## src/rtl/assert_macros.svh

```systemverilog
// assertion helpers for the tokenizer, clocked on clk_i, off while rst_ni is low
`ifndef ASSERT_MACROS_SVH
`define ASSERT_MACROS_SVH

// same-cycle implication
`define CCT_ASSERT_IMP(label, ante, cons) \
  label: assert property (@(posedge clk_i) disable iff (!rst_ni) (ante) |-> (cons)) \
    else $error("assertion failed");

// next-cycle implication
`define CCT_ASSERT_NXT(label, ante, cons) \
  label: assert property (@(posedge clk_i) disable iff (!rst_ni) (ante) |=> (cons)) \
    else $error("assertion failed");

`endif

```

## src/rtl/cct_pkg.sv

```systemverilog
package cct_pkg;

  localparam int unsigned ByteWidth    = 8;
  localparam int unsigned ModeWidth    = 3;
  localparam int unsigned KindWidth    = 2;
  localparam int unsigned ApbAddrWidth = 4;
  localparam int unsigned ApbDataWidth = 32;
  localparam int unsigned OutDataWidth = 16;

  localparam logic [ByteWidth-1:0] QuoteByte = 8'd34;

  localparam logic [ByteWidth-1:0] SepAReset = 8'd9;
  localparam logic [ByteWidth-1:0] SepBReset = 8'd44;
  localparam logic [ByteWidth-1:0] LfAReset  = 8'd13;
  localparam logic [ByteWidth-1:0] LfBReset  = 8'd10;

  // register indexes
  localparam logic [1:0] RegSepA = 2'd0;
  localparam logic [1:0] RegSepB = 2'd1;
  localparam logic [1:0] RegLfA  = 2'd2;
  localparam logic [1:0] RegLfB  = 2'd3;

  // parser modes
  localparam logic [ModeWidth-1:0] ModeRowStart  = 3'd0;
  localparam logic [ModeWidth-1:0] ModeCellStart = 3'd1;
  localparam logic [ModeWidth-1:0] ModeUnquoted  = 3'd2;
  localparam logic [ModeWidth-1:0] ModeQuoted    = 3'd3;
  localparam logic [ModeWidth-1:0] ModeQuoteSeen = 3'd4;
  localparam logic [ModeWidth-1:0] ModeSkip      = 3'd5;

  // result kinds
  localparam logic [KindWidth-1:0] KindData    = 2'd0;
  localparam logic [KindWidth-1:0] KindCellEnd = 2'd1;
  localparam logic [KindWidth-1:0] KindRowEnd  = 2'd2;
  localparam logic [KindWidth-1:0] KindError   = 2'd3;

  // error codes
  localparam logic ErrUnterminated = 1'b0;
  localparam logic ErrStrayByte    = 1'b1;

  typedef struct packed {
    logic [ByteWidth-1:0] sep_a;
    logic [ByteWidth-1:0] sep_b;
    logic [ByteWidth-1:0] lf_a;
    logic [ByteWidth-1:0] lf_b;
  } cct_cfg_t;

  typedef struct packed {
    logic [ModeWidth-1:0] mode;
    logic                 cell_open;
    logic                 after_cr;
  } cct_state_t;

  typedef struct packed {
    logic                 valid;
    logic [KindWidth-1:0] kind;
    logic [ByteWidth-1:0] data;
    logic                 closes;
    logic                 err;
  } cct_res_t;

endpackage

```

## src/rtl/cct_cfg_regs.sv

```systemverilog
module cct_cfg_regs (
  input  logic                             clk_i,
  input  logic                             rst_ni,
  input  logic                             psel,
  input  logic                             penable,
  input  logic                             pwrite,
  input  logic [cct_pkg::ApbAddrWidth-1:0] paddr,
  input  logic [cct_pkg::ApbDataWidth-1:0] pwdata,
  output logic [cct_pkg::ApbDataWidth-1:0] prdata,
  output cct_pkg::cct_cfg_t                cfg_o
);
  import cct_pkg::*;

  cct_cfg_t             cfg_q;
  logic                 wr_en;
  logic [1:0]           reg_idx;
  logic [ByteWidth-1:0] rd_byte;

  assign wr_en   = psel && penable && pwrite;
  assign reg_idx = paddr[3:2];

  always_ff @(posedge clk_i or negedge rst_ni) begin
    if (!rst_ni) begin
      cfg_q.sep_a <= SepAReset;
      cfg_q.sep_b <= SepBReset;
      cfg_q.lf_a  <= LfAReset;
      cfg_q.lf_b  <= LfBReset;
    end else if (wr_en) begin
      unique case (reg_idx)
        RegSepA: cfg_q.sep_a <= pwdata[ByteWidth-1:0];
        RegSepB: cfg_q.sep_b <= pwdata[ByteWidth-1:0];
        RegLfA:  cfg_q.lf_a  <= pwdata[ByteWidth-1:0];
        RegLfB:  cfg_q.lf_b  <= pwdata[ByteWidth-1:0];
        default: ;
      endcase
    end
  end

  always_comb begin
    unique case (reg_idx)
      RegSepA: rd_byte = cfg_q.sep_a;
      RegSepB: rd_byte = cfg_q.sep_b;
      RegLfA:  rd_byte = cfg_q.lf_a;
      RegLfB:  rd_byte = cfg_q.lf_b;
      default: rd_byte = '0;
    endcase
  end

  assign prdata = {{(ApbDataWidth-ByteWidth){1'b0}}, rd_byte};
  assign cfg_o  = cfg_q;

endmodule

```

## src/rtl/cct_step.sv

```systemverilog
module cct_step (
  input  cct_pkg::cct_cfg_t                cfg_i,
  input  cct_pkg::cct_state_t              state_i,
  input  logic [cct_pkg::ByteWidth-1:0]    byte_i,
  input  logic                             eos_i,
  output cct_pkg::cct_state_t              state_o,
  output cct_pkg::cct_res_t                res_o
);
  import cct_pkg::*;

  logic is_sep;
  logic is_lf;
  logic is_quote;
  logic lf_is_a;

  assign is_sep   = (byte_i == cfg_i.sep_a) || (byte_i == cfg_i.sep_b);
  assign is_lf    = (byte_i == cfg_i.lf_a) || (byte_i == cfg_i.lf_b);
  assign is_quote = (byte_i == QuoteByte);
  assign lf_is_a  = (byte_i == cfg_i.lf_a);

  always_comb begin
    state_o           = state_i;
    state_o.after_cr  = 1'b0;
    res_o             = '0;

    if (eos_i) begin
      state_o.mode      = ModeRowStart;
      state_o.cell_open = 1'b0;
      unique case (state_i.mode) inside
        ModeCellStart: begin
          res_o.valid = 1'b1;
          res_o.kind  = KindRowEnd;
        end
        ModeUnquoted, ModeQuoteSeen: begin
          res_o.valid  = 1'b1;
          res_o.kind   = KindRowEnd;
          res_o.closes = 1'b1;
        end
        ModeQuoted: begin
          res_o.valid = 1'b1;
          res_o.kind  = KindError;
          res_o.err   = ErrUnterminated;
        end
        default: ;
      endcase
    end else begin
      unique case (state_i.mode) inside
        ModeUnquoted: begin
          res_o.valid = 1'b1;
          if (is_sep) begin
            state_o.mode      = ModeCellStart;
            state_o.cell_open = 1'b0;
            res_o.kind        = KindCellEnd;
          end else if (is_lf) begin
            state_o.mode      = ModeRowStart;
            state_o.cell_open = 1'b0;
            state_o.after_cr  = lf_is_a;
            res_o.kind        = KindRowEnd;
            res_o.closes      = 1'b1;
          end else begin
            res_o.kind = KindData;
            res_o.data = byte_i;
          end
        end
        ModeQuoted: begin
          if (is_quote) begin
            state_o.mode = ModeQuoteSeen;
          end else begin
            res_o.valid = 1'b1;
            res_o.kind  = KindData;
            res_o.data  = byte_i;
          end
        end
        ModeQuoteSeen: begin
          res_o.valid = 1'b1;
          if (is_quote) begin
            // doubled quote
            state_o.mode = ModeQuoted;
            res_o.kind   = KindData;
            res_o.data   = byte_i;
          end else if (is_sep) begin
            state_o.mode      = ModeCellStart;
            state_o.cell_open = 1'b0;
            res_o.kind        = KindCellEnd;
          end else if (is_lf) begin
            state_o.mode      = ModeRowStart;
            state_o.cell_open = 1'b0;
            state_o.after_cr  = lf_is_a;
            res_o.kind        = KindRowEnd;
            res_o.closes      = 1'b1;
          end else begin
            state_o.mode      = ModeSkip;
            state_o.cell_open = 1'b0;
            res_o.kind        = KindError;
            res_o.err         = ErrStrayByte;
          end
        end
        ModeSkip: begin
          if (is_lf) begin
            state_o.mode     = ModeRowStart;
            state_o.after_cr = lf_is_a;
          end
        end
        ModeRowStart, ModeCellStart: begin
          if ((state_i.mode == ModeRowStart) && state_i.after_cr
              && (byte_i == cfg_i.lf_b)) begin
            // lf swallowed after cr
          end else if (is_lf) begin
            state_o.mode      = ModeRowStart;
            state_o.cell_open = 1'b0;
            state_o.after_cr  = lf_is_a;
            res_o.valid       = 1'b1;
            res_o.kind        = KindRowEnd;
          end else if (is_quote) begin
            state_o.mode      = ModeQuoted;
            state_o.cell_open = 1'b1;
          end else if (is_sep) begin
            state_o.mode      = ModeCellStart;
            state_o.cell_open = 1'b0;
            res_o.valid       = 1'b1;
            res_o.kind        = KindCellEnd;
          end else begin
            state_o.mode      = ModeUnquoted;
            state_o.cell_open = 1'b1;
            res_o.valid       = 1'b1;
            res_o.kind        = KindData;
            res_o.data        = byte_i;
          end
        end
        default: begin
          state_o.mode      = ModeRowStart;
          state_o.cell_open = 1'b0;
        end
      endcase
    end
  end

endmodule

```

## src/rtl/csv_cell_tokenizer_core.sv

```systemverilog
// an accepted byte is held in the byte register, then its result in the result register
// throughput: one byte per cycle, sustained while the master side takes results
// the byte register and the result register form a two-stage pipeline; the parse
// state update is a single mode decode between them
// reset: async active low, parse state to row start, registers to tab/comma/cr/lf
`include "assert_macros.svh"

module csv_cell_tokenizer_core (
  input  logic                             clk_i,
  input  logic                             rst_ni,
  // config port
  input  logic                             psel,
  input  logic                             penable,
  input  logic                             pwrite,
  input  logic [cct_pkg::ApbAddrWidth-1:0] paddr,
  input  logic [cct_pkg::ApbDataWidth-1:0] pwdata,
  output logic [cct_pkg::ApbDataWidth-1:0] prdata,
  output logic                             pready,
  // input stream
  input  logic                             s_axis_tvalid,
  output logic                             s_axis_tready,
  input  logic [cct_pkg::ByteWidth-1:0]    s_axis_tdata,  // [7:0] text_byte
  input  logic                             s_axis_tlast,  // end_of_stream
  // result stream
  output logic                             m_axis_tvalid,
  input  logic                             m_axis_tready,
  output logic [cct_pkg::OutDataWidth-1:0] m_axis_tdata,  // [7:0] data_byte, [8] closes_cell,
                                                          // [9] error_code, [15:10] zero
  output logic [cct_pkg::KindWidth-1:0]    m_axis_tuser   // [1:0] kind
);
  import cct_pkg::*;

  cct_cfg_t   cfg;

  // input stage
  logic                 in_valid_q;
  logic [ByteWidth-1:0] in_byte_q;
  logic                 in_eos_q;

  // parse state
  cct_state_t state_q;
  cct_state_t state_d;
  cct_res_t   res_d;

  // result stage
  logic                 out_valid_q;
  logic [KindWidth-1:0] out_kind_q;
  logic [ByteWidth-1:0] out_data_q;
  logic                 out_closes_q;
  logic                 out_err_q;

  logic advance;
  logic in_take;

  cct_cfg_regs u_cfg_regs (
    .clk_i   (clk_i),
    .rst_ni  (rst_ni),
    .psel    (psel),
    .penable (penable),
    .pwrite  (pwrite),
    .paddr   (paddr),
    .pwdata  (pwdata),
    .prdata  (prdata),
    .cfg_o   (cfg)
  );

  assign pready = 1'b1;

  // result register is free when empty or its transaction completes now
  assign advance       = !out_valid_q || m_axis_tready;
  assign s_axis_tready = !in_valid_q || advance;
  assign in_take       = s_axis_tvalid && s_axis_tready;

  always_ff @(posedge clk_i or negedge rst_ni) begin
    if (!rst_ni) begin
      in_valid_q <= 1'b0;
    end else if (s_axis_tready) begin
      in_valid_q <= s_axis_tvalid;
    end
  end

  always_ff @(posedge clk_i) begin
    if (in_take) begin
      in_byte_q <= s_axis_tdata;
      in_eos_q  <= s_axis_tlast;
    end
  end

  cct_step u_step (
    .cfg_i   (cfg),
    .state_i (state_q),
    .byte_i  (in_byte_q),
    .eos_i   (in_eos_q),
    .state_o (state_d),
    .res_o   (res_d)
  );

  // parse state moves only when the held byte is consumed
  always_ff @(posedge clk_i or negedge rst_ni) begin
    if (!rst_ni) begin
      state_q.mode      <= ModeRowStart;
      state_q.cell_open <= 1'b0;
      state_q.after_cr  <= 1'b0;
    end else if (in_valid_q && advance) begin
      state_q <= state_d;
    end
  end

  always_ff @(posedge clk_i or negedge rst_ni) begin
    if (!rst_ni) begin
      out_valid_q <= 1'b0;
    end else if (advance) begin
      out_valid_q <= in_valid_q && res_d.valid;
    end
  end

  always_ff @(posedge clk_i) begin
    if (advance && in_valid_q && res_d.valid) begin
      out_kind_q   <= res_d.kind;
      out_data_q   <= res_d.data;
      out_closes_q <= res_d.closes;
      out_err_q    <= res_d.err;
    end
  end

  assign m_axis_tvalid = out_valid_q;
  assign m_axis_tuser  = out_kind_q;
  assign m_axis_tdata  = {{(OutDataWidth-ByteWidth-2){1'b0}}, out_err_q, out_closes_q,
                          out_data_q};

  // an open cell only exists inside a cell body
  `CCT_ASSERT_IMP(a_cell_open_mode, state_q.cell_open,
    (state_q.mode == ModeUnquoted) || (state_q.mode == ModeQuoted) ||
    (state_q.mode == ModeQuoteSeen))
  // cr memory is only kept at row start
  `CCT_ASSERT_IMP(a_after_cr_mode, state_q.after_cr, state_q.mode == ModeRowStart)
  // data byte is zero on every non-data result
  `CCT_ASSERT_IMP(a_data_zero, m_axis_tvalid && (m_axis_tuser != KindData),
    m_axis_tdata[ByteWidth-1:0] == '0)
  // input side only stalls behind a waiting result
  `CCT_ASSERT_IMP(a_stall_cause, !s_axis_tready, m_axis_tvalid && !m_axis_tready)

endmodule
```

## config.mk

```make
export PLATFORM = sky130hd
export DESIGN_NAME = csv_cell_tokenizer_core
export DESIGN_NICKNAME = d
export VERILOG_FILES = /design/src/rtl/cct_pkg.sv /design/src/rtl/cct_cfg_regs.sv /design/src/rtl/cct_step.sv /design/src/rtl/csv_cell_tokenizer_core.sv
export VERILOG_INCLUDE_DIRS = /design/src /design/src/rtl
export SDC_FILE = /design/constraint.sdc
export NUM_CORES = 1
export LEC_CHECK = 0
export ABC_CLOCK_PERIOD_IN_PS = 1900
export BUFFER_PORTS_ARGS = -buffer_cell sky130_fd_sc_hd__buf_2
export CAP_MARGIN = 5
export CELL_PAD_IN_SITES_DETAIL_PLACEMENT = 1
export CELL_PAD_IN_SITES_GLOBAL_PLACEMENT = 2
export CORE_UTILIZATION = 30
export DETAILED_ROUTE_END_ITERATION = 10
export GPL_ROUTABILITY_DRIVEN = 0
export PLACE_DENSITY_LB_ADDON = 0.1
export SYNTH_ARGS = -nofsm -noshare
export SYNTH_HDL_FRONTEND = slang
export SYNTH_SLANG_ARGS = --single-unit
```

## constraint.sdc

```tcl
create_clock -name clk_i -period 1.9 [get_ports clk_i]
set_input_delay 0.38 -clock clk_i [delete_from_list [all_inputs] [get_ports clk_i]]
set_output_delay 0.38 -clock clk_i [all_outputs]
set_load 0.005 [all_outputs]
```

==> reports/results.txt <==
Status: finished, violations left
Failing checks: setup timing
Worst-path clk slew: 50 ps
Slew of the pin with the lowest slew margin: 526 ps
Count of distinct cell types in the synthesized netlist: 57
Clock Latency Late Sink: 320 ps
Max-Cap Viols: 0
Fin crit share: 1.18
Share of the yosys chip area belonging to registers: 0.449
Fraction of final layout cells with drive strength greater than 1: 0.535
Final Max Tran Viols: 0
Total global routing track utilization: 0.166
Slew HR: 0.650
Number of detailed-route iterations in the first pass: 6
Proportion of netlist area held by the largest area contributor: 0.197
R2R setup slack: -350 ps
Worst setup skew after layout: 6.98 ps
Starting DRT DRC Count: 95
Number of warnings reported in the yosys synthesis log: 0
Leakage dissipation: 2.05 nW
Clock Tree Root: sky130_fd_sc_hd__clkbuf_16
Routed via count: 2598
Main flop type after synthesis: sky130_fd_sc_hd__dfrtp_1
X dimension of the die: 111 um
Drt drc: 0
Count of H-tree levels built during CTS: 3
Crit path max fanout: 8
Final standard cell count with taps included and fillers excluded: 552
Antenna violations before repair: 0
Number of endpoints with negative hold slack in the final report: 0
Filler cell count in the final layout: 1238
Multi-input combinational cell area: 0.00188 sq mm
Top Family by Delay on Critical Path: compound AO/OA/AOI/OAI gates
Min Tclk post-route: 2250 ps
Fraction of registers with async set or reset after synthesis: 0.644
Largest net degree at the start of global routing: 39
Final wirelength: 9580 um
Count of standard-cell rows: 39
#FFs+latches synth: 59
Delay of the slowest cell on the worst path: 500 ps
Worst setup margin: -348 ps
Design area: 0.00479 sq mm
Count of buffers from port buffering: 47
Sum of buffers and inverters on the critical path: 2
Reg area: 0.00160 sq mm
Number of nets at the end of the flow: 456
Cell at the slowest stage of the critical path: sky130_fd_sc_hd__edfxtp_1
Startpoint class of the critical path: flip-flop
Leading cell type in the layout, fill and taps excluded: sky130_fd_sc_hd__buf_4
Power density cells: 1070 mW/mm^2
Half-perimeter wire length after detailed placement: 7110 um
Total negative slack for setup checks: -7080 ps
Average vias per placed instance: 4.71
Biggest area consumer among synthesized cells: sky130_fd_sc_hd__dfrtp_1
Utilization after layout: 0.418
Type of the worst min-delay path: input port to async pin
Die area: 0.0123 sq mm
ANT cells: 0
Setup Viol. Count Final: 28
Cells after Synth: 297
Path type of the worst setup path: flip-flop to flip-flop
Unrepaired setup endpoints after global routing: true
Die extent in y: 111 um
Placement Cell Area: 0.00421 sq mm
Achievable Freq: 445 MHz
WL/cell: 17.3 um
Data arrival at the endpoint of the critical path: 2460 ps
Via count of the first global-routing pass: 2729
Cell type with the highest occurrence count on the critical path: sky130_fd_sc_hd__buf_6
Highest-count cells in the layout ignoring fill and taps: sky130_fd_sc_hd__buf_4, sky130_fd_sc_hd__buf_2, sky130_fd_sc_hd__mux2_2
Synth Area per Inst: 12.0 sq um
First-pass GRT wire length: 15400 um
Number of enable-type register cells in the synthesized netlist: 21
Top area cells in the synthesized netlist: sky130_fd_sc_hd__dfrtp_1, sky130_fd_sc_hd__edfxtp_1, sky130_fd_sc_hd__mux2_2
Post-route ant nets: 0
Number of placed instances, taps included: 529
Worst path required time: 2110 ps
I/O pin total: 105
Clock tree from TritonCTS: yes
Worst ir drop on vdd: 0.000396 V
Core area: 0.0115 sq mm
TritonCTS buffer count: 9
Overflow left after global routing: 0
Initial Utilization: 0.310
Relative area change from synthesis to final layout: 35.0%
Number of clock sinks: 59
Cell chain of the critical path: buf_6 > nor4b_4 > nand2_2 > o21ai_1 > nor2_1 > o41a_1 > buf_6 > a21o_1
Syn Std Cell Area: 0.00355 sq mm
Endpoint kind of the worst setup timing path: flip-flop
Deepest clock path buffer count: 2
## stage by stage
| step | setup WS, ps | hold slack, ps | power (W) |
|---|---|---|---|
| after global routing | -443 | 158 | 0.00538 |
| after global placement | -360 | 488 | 0.00327 |
| after detailed placement | -394 | 480 | 0.00329 |
| after CTS | -305 | 135 | 0.00514 |
| after floorplan | -208 | 84.4 | 0.00271 |
| final | -348 | 116 | 0.00510 |
## final cells by class
type,instances,share of cell area
inverter,3,0.00235
timing repair buffer,116,0.170
tap,143,0.0373
clock buffer,16,0.0656
sequential,59,0.333
multi-input combinational,215,0.392
## kinds of logic (layout without fill, tap and decap cells)
kind of cell,Yosys count,in the layout,synth area share
AOI/OAI and AO/OA,37,37,0.0779
xor gates and xnor gates,32,32,0.0832
buffers and inverters,52,135,0.104
DFF,59,59,0.449
muxes,43,43,0.161
other,2,31,0.00212
and+or+nand+nor,72,72,0.123
## routing by layer
metal  wire, um  global-route usage  share of wire
met5          0                   0              0
met4        129              0.0587          0.013
met2       4550               0.259           0.48
met3        297              0.0279          0.031
met1       4590               0.231           0.48
## what timing repair did
item / in CTS / in global routing
setup buffers: 5 / 4
endpoints found under the setup margin: 29 / 31
resized for setup: 35 / 9
pin swaps: 28 / 5
hold buffers: 0 / 0
## cells in the mapped netlist, types with 2 or more instances
master and instances:
sky130_fd_sc_hd__nor2_1 12, sky130_fd_sc_hd__and3_1 3, sky130_fd_sc_hd__nor3_2 2, sky130_fd_sc_hd__o21ai_0 6, sky130_fd_sc_hd__nor3_1 4, sky130_fd_sc_hd__xnor2_2 2
sky130_fd_sc_hd__a32o_1 2, sky130_fd_sc_hd__mux2_2 32, sky130_fd_sc_hd__dfrtp_1 28, sky130_fd_sc_hd__inv_1 3, sky130_fd_sc_hd__buf_4 34, sky130_fd_sc_hd__mux2i_1 3
sky130_fd_sc_hd__nor2_2 2, sky130_fd_sc_hd__nand3_1 3, sky130_fd_sc_hd__clkbuf_1 6, sky130_fd_sc_hd__o211ai_1 2, sky130_fd_sc_hd__dfstp_2 10, sky130_fd_sc_hd__nor4b_4 2
sky130_fd_sc_hd__a21oi_1 10, sky130_fd_sc_hd__buf_1 2, sky130_fd_sc_hd__nand2_1 16, sky130_fd_sc_hd__edfxtp_1 21, sky130_fd_sc_hd__a22o_1 2, sky130_fd_sc_hd__xnor2_1 30
sky130_fd_sc_hd__conb_1 2, sky130_fd_sc_hd__nand4_1 7, sky130_fd_sc_hd__mux4_2 8, sky130_fd_sc_hd__buf_6 6, sky130_fd_sc_hd__and2_1 9
## worst register-to-register path, stage by stage, from the launching register on
cell	delay, ps
sky130_fd_sc_hd__edfxtp_1	500
sky130_fd_sc_hd__buf_6	180
sky130_fd_sc_hd__nor4b_4	290
sky130_fd_sc_hd__nand2_2	180
sky130_fd_sc_hd__o21ai_1	180
sky130_fd_sc_hd__nor2_1	60
sky130_fd_sc_hd__o41a_1	440
sky130_fd_sc_hd__buf_6	160
sky130_fd_sc_hd__a21o_1	150
## worst paths after layout
| path | to | start | cells past startpoint |
|---|---|---|---|
| setup / recovery | m_axis_tvalid | in_byte_q[6] | 8 |
| max in group asynchronous | u_cfg_regs.cfg_o[29] | rst_ni | 2 |
| hold reg to reg | state_q[0] | state_q[0] | 1 |
| hold / removal | u_cfg_regs.cfg_o[26] | rst_ni | 2 |
| min in group clk_i | in_byte_q[7] | s_axis_tdata[7] | 1 |
| setup reg to reg | m_axis_tvalid | in_byte_q[6] | 8 |
## flip-flops by register name, summed over array words and instances (netlist names)
register	count
in_byte_q	8
in_eos_q	1
in_valid_q	1
m_axis_tuser	2
m_axis_tvalid	1
out_closes_q	1
out_data_q	8
out_err_q	1
state_q	4
u_cfg_regs.cfg_o	32
## report_power, final
part | switching [W] | internal, W | leakage, nW | total (W)
clock | 0.000555 | 0.00111 | 0.153 | 0.00167
combinational | 0.000667 | 0.000883 | 1.24 | 0.00155
sequential | 0.000238 | 0.00165 | 0.655 | 0.00189
(Power assumes the default switching activity.)
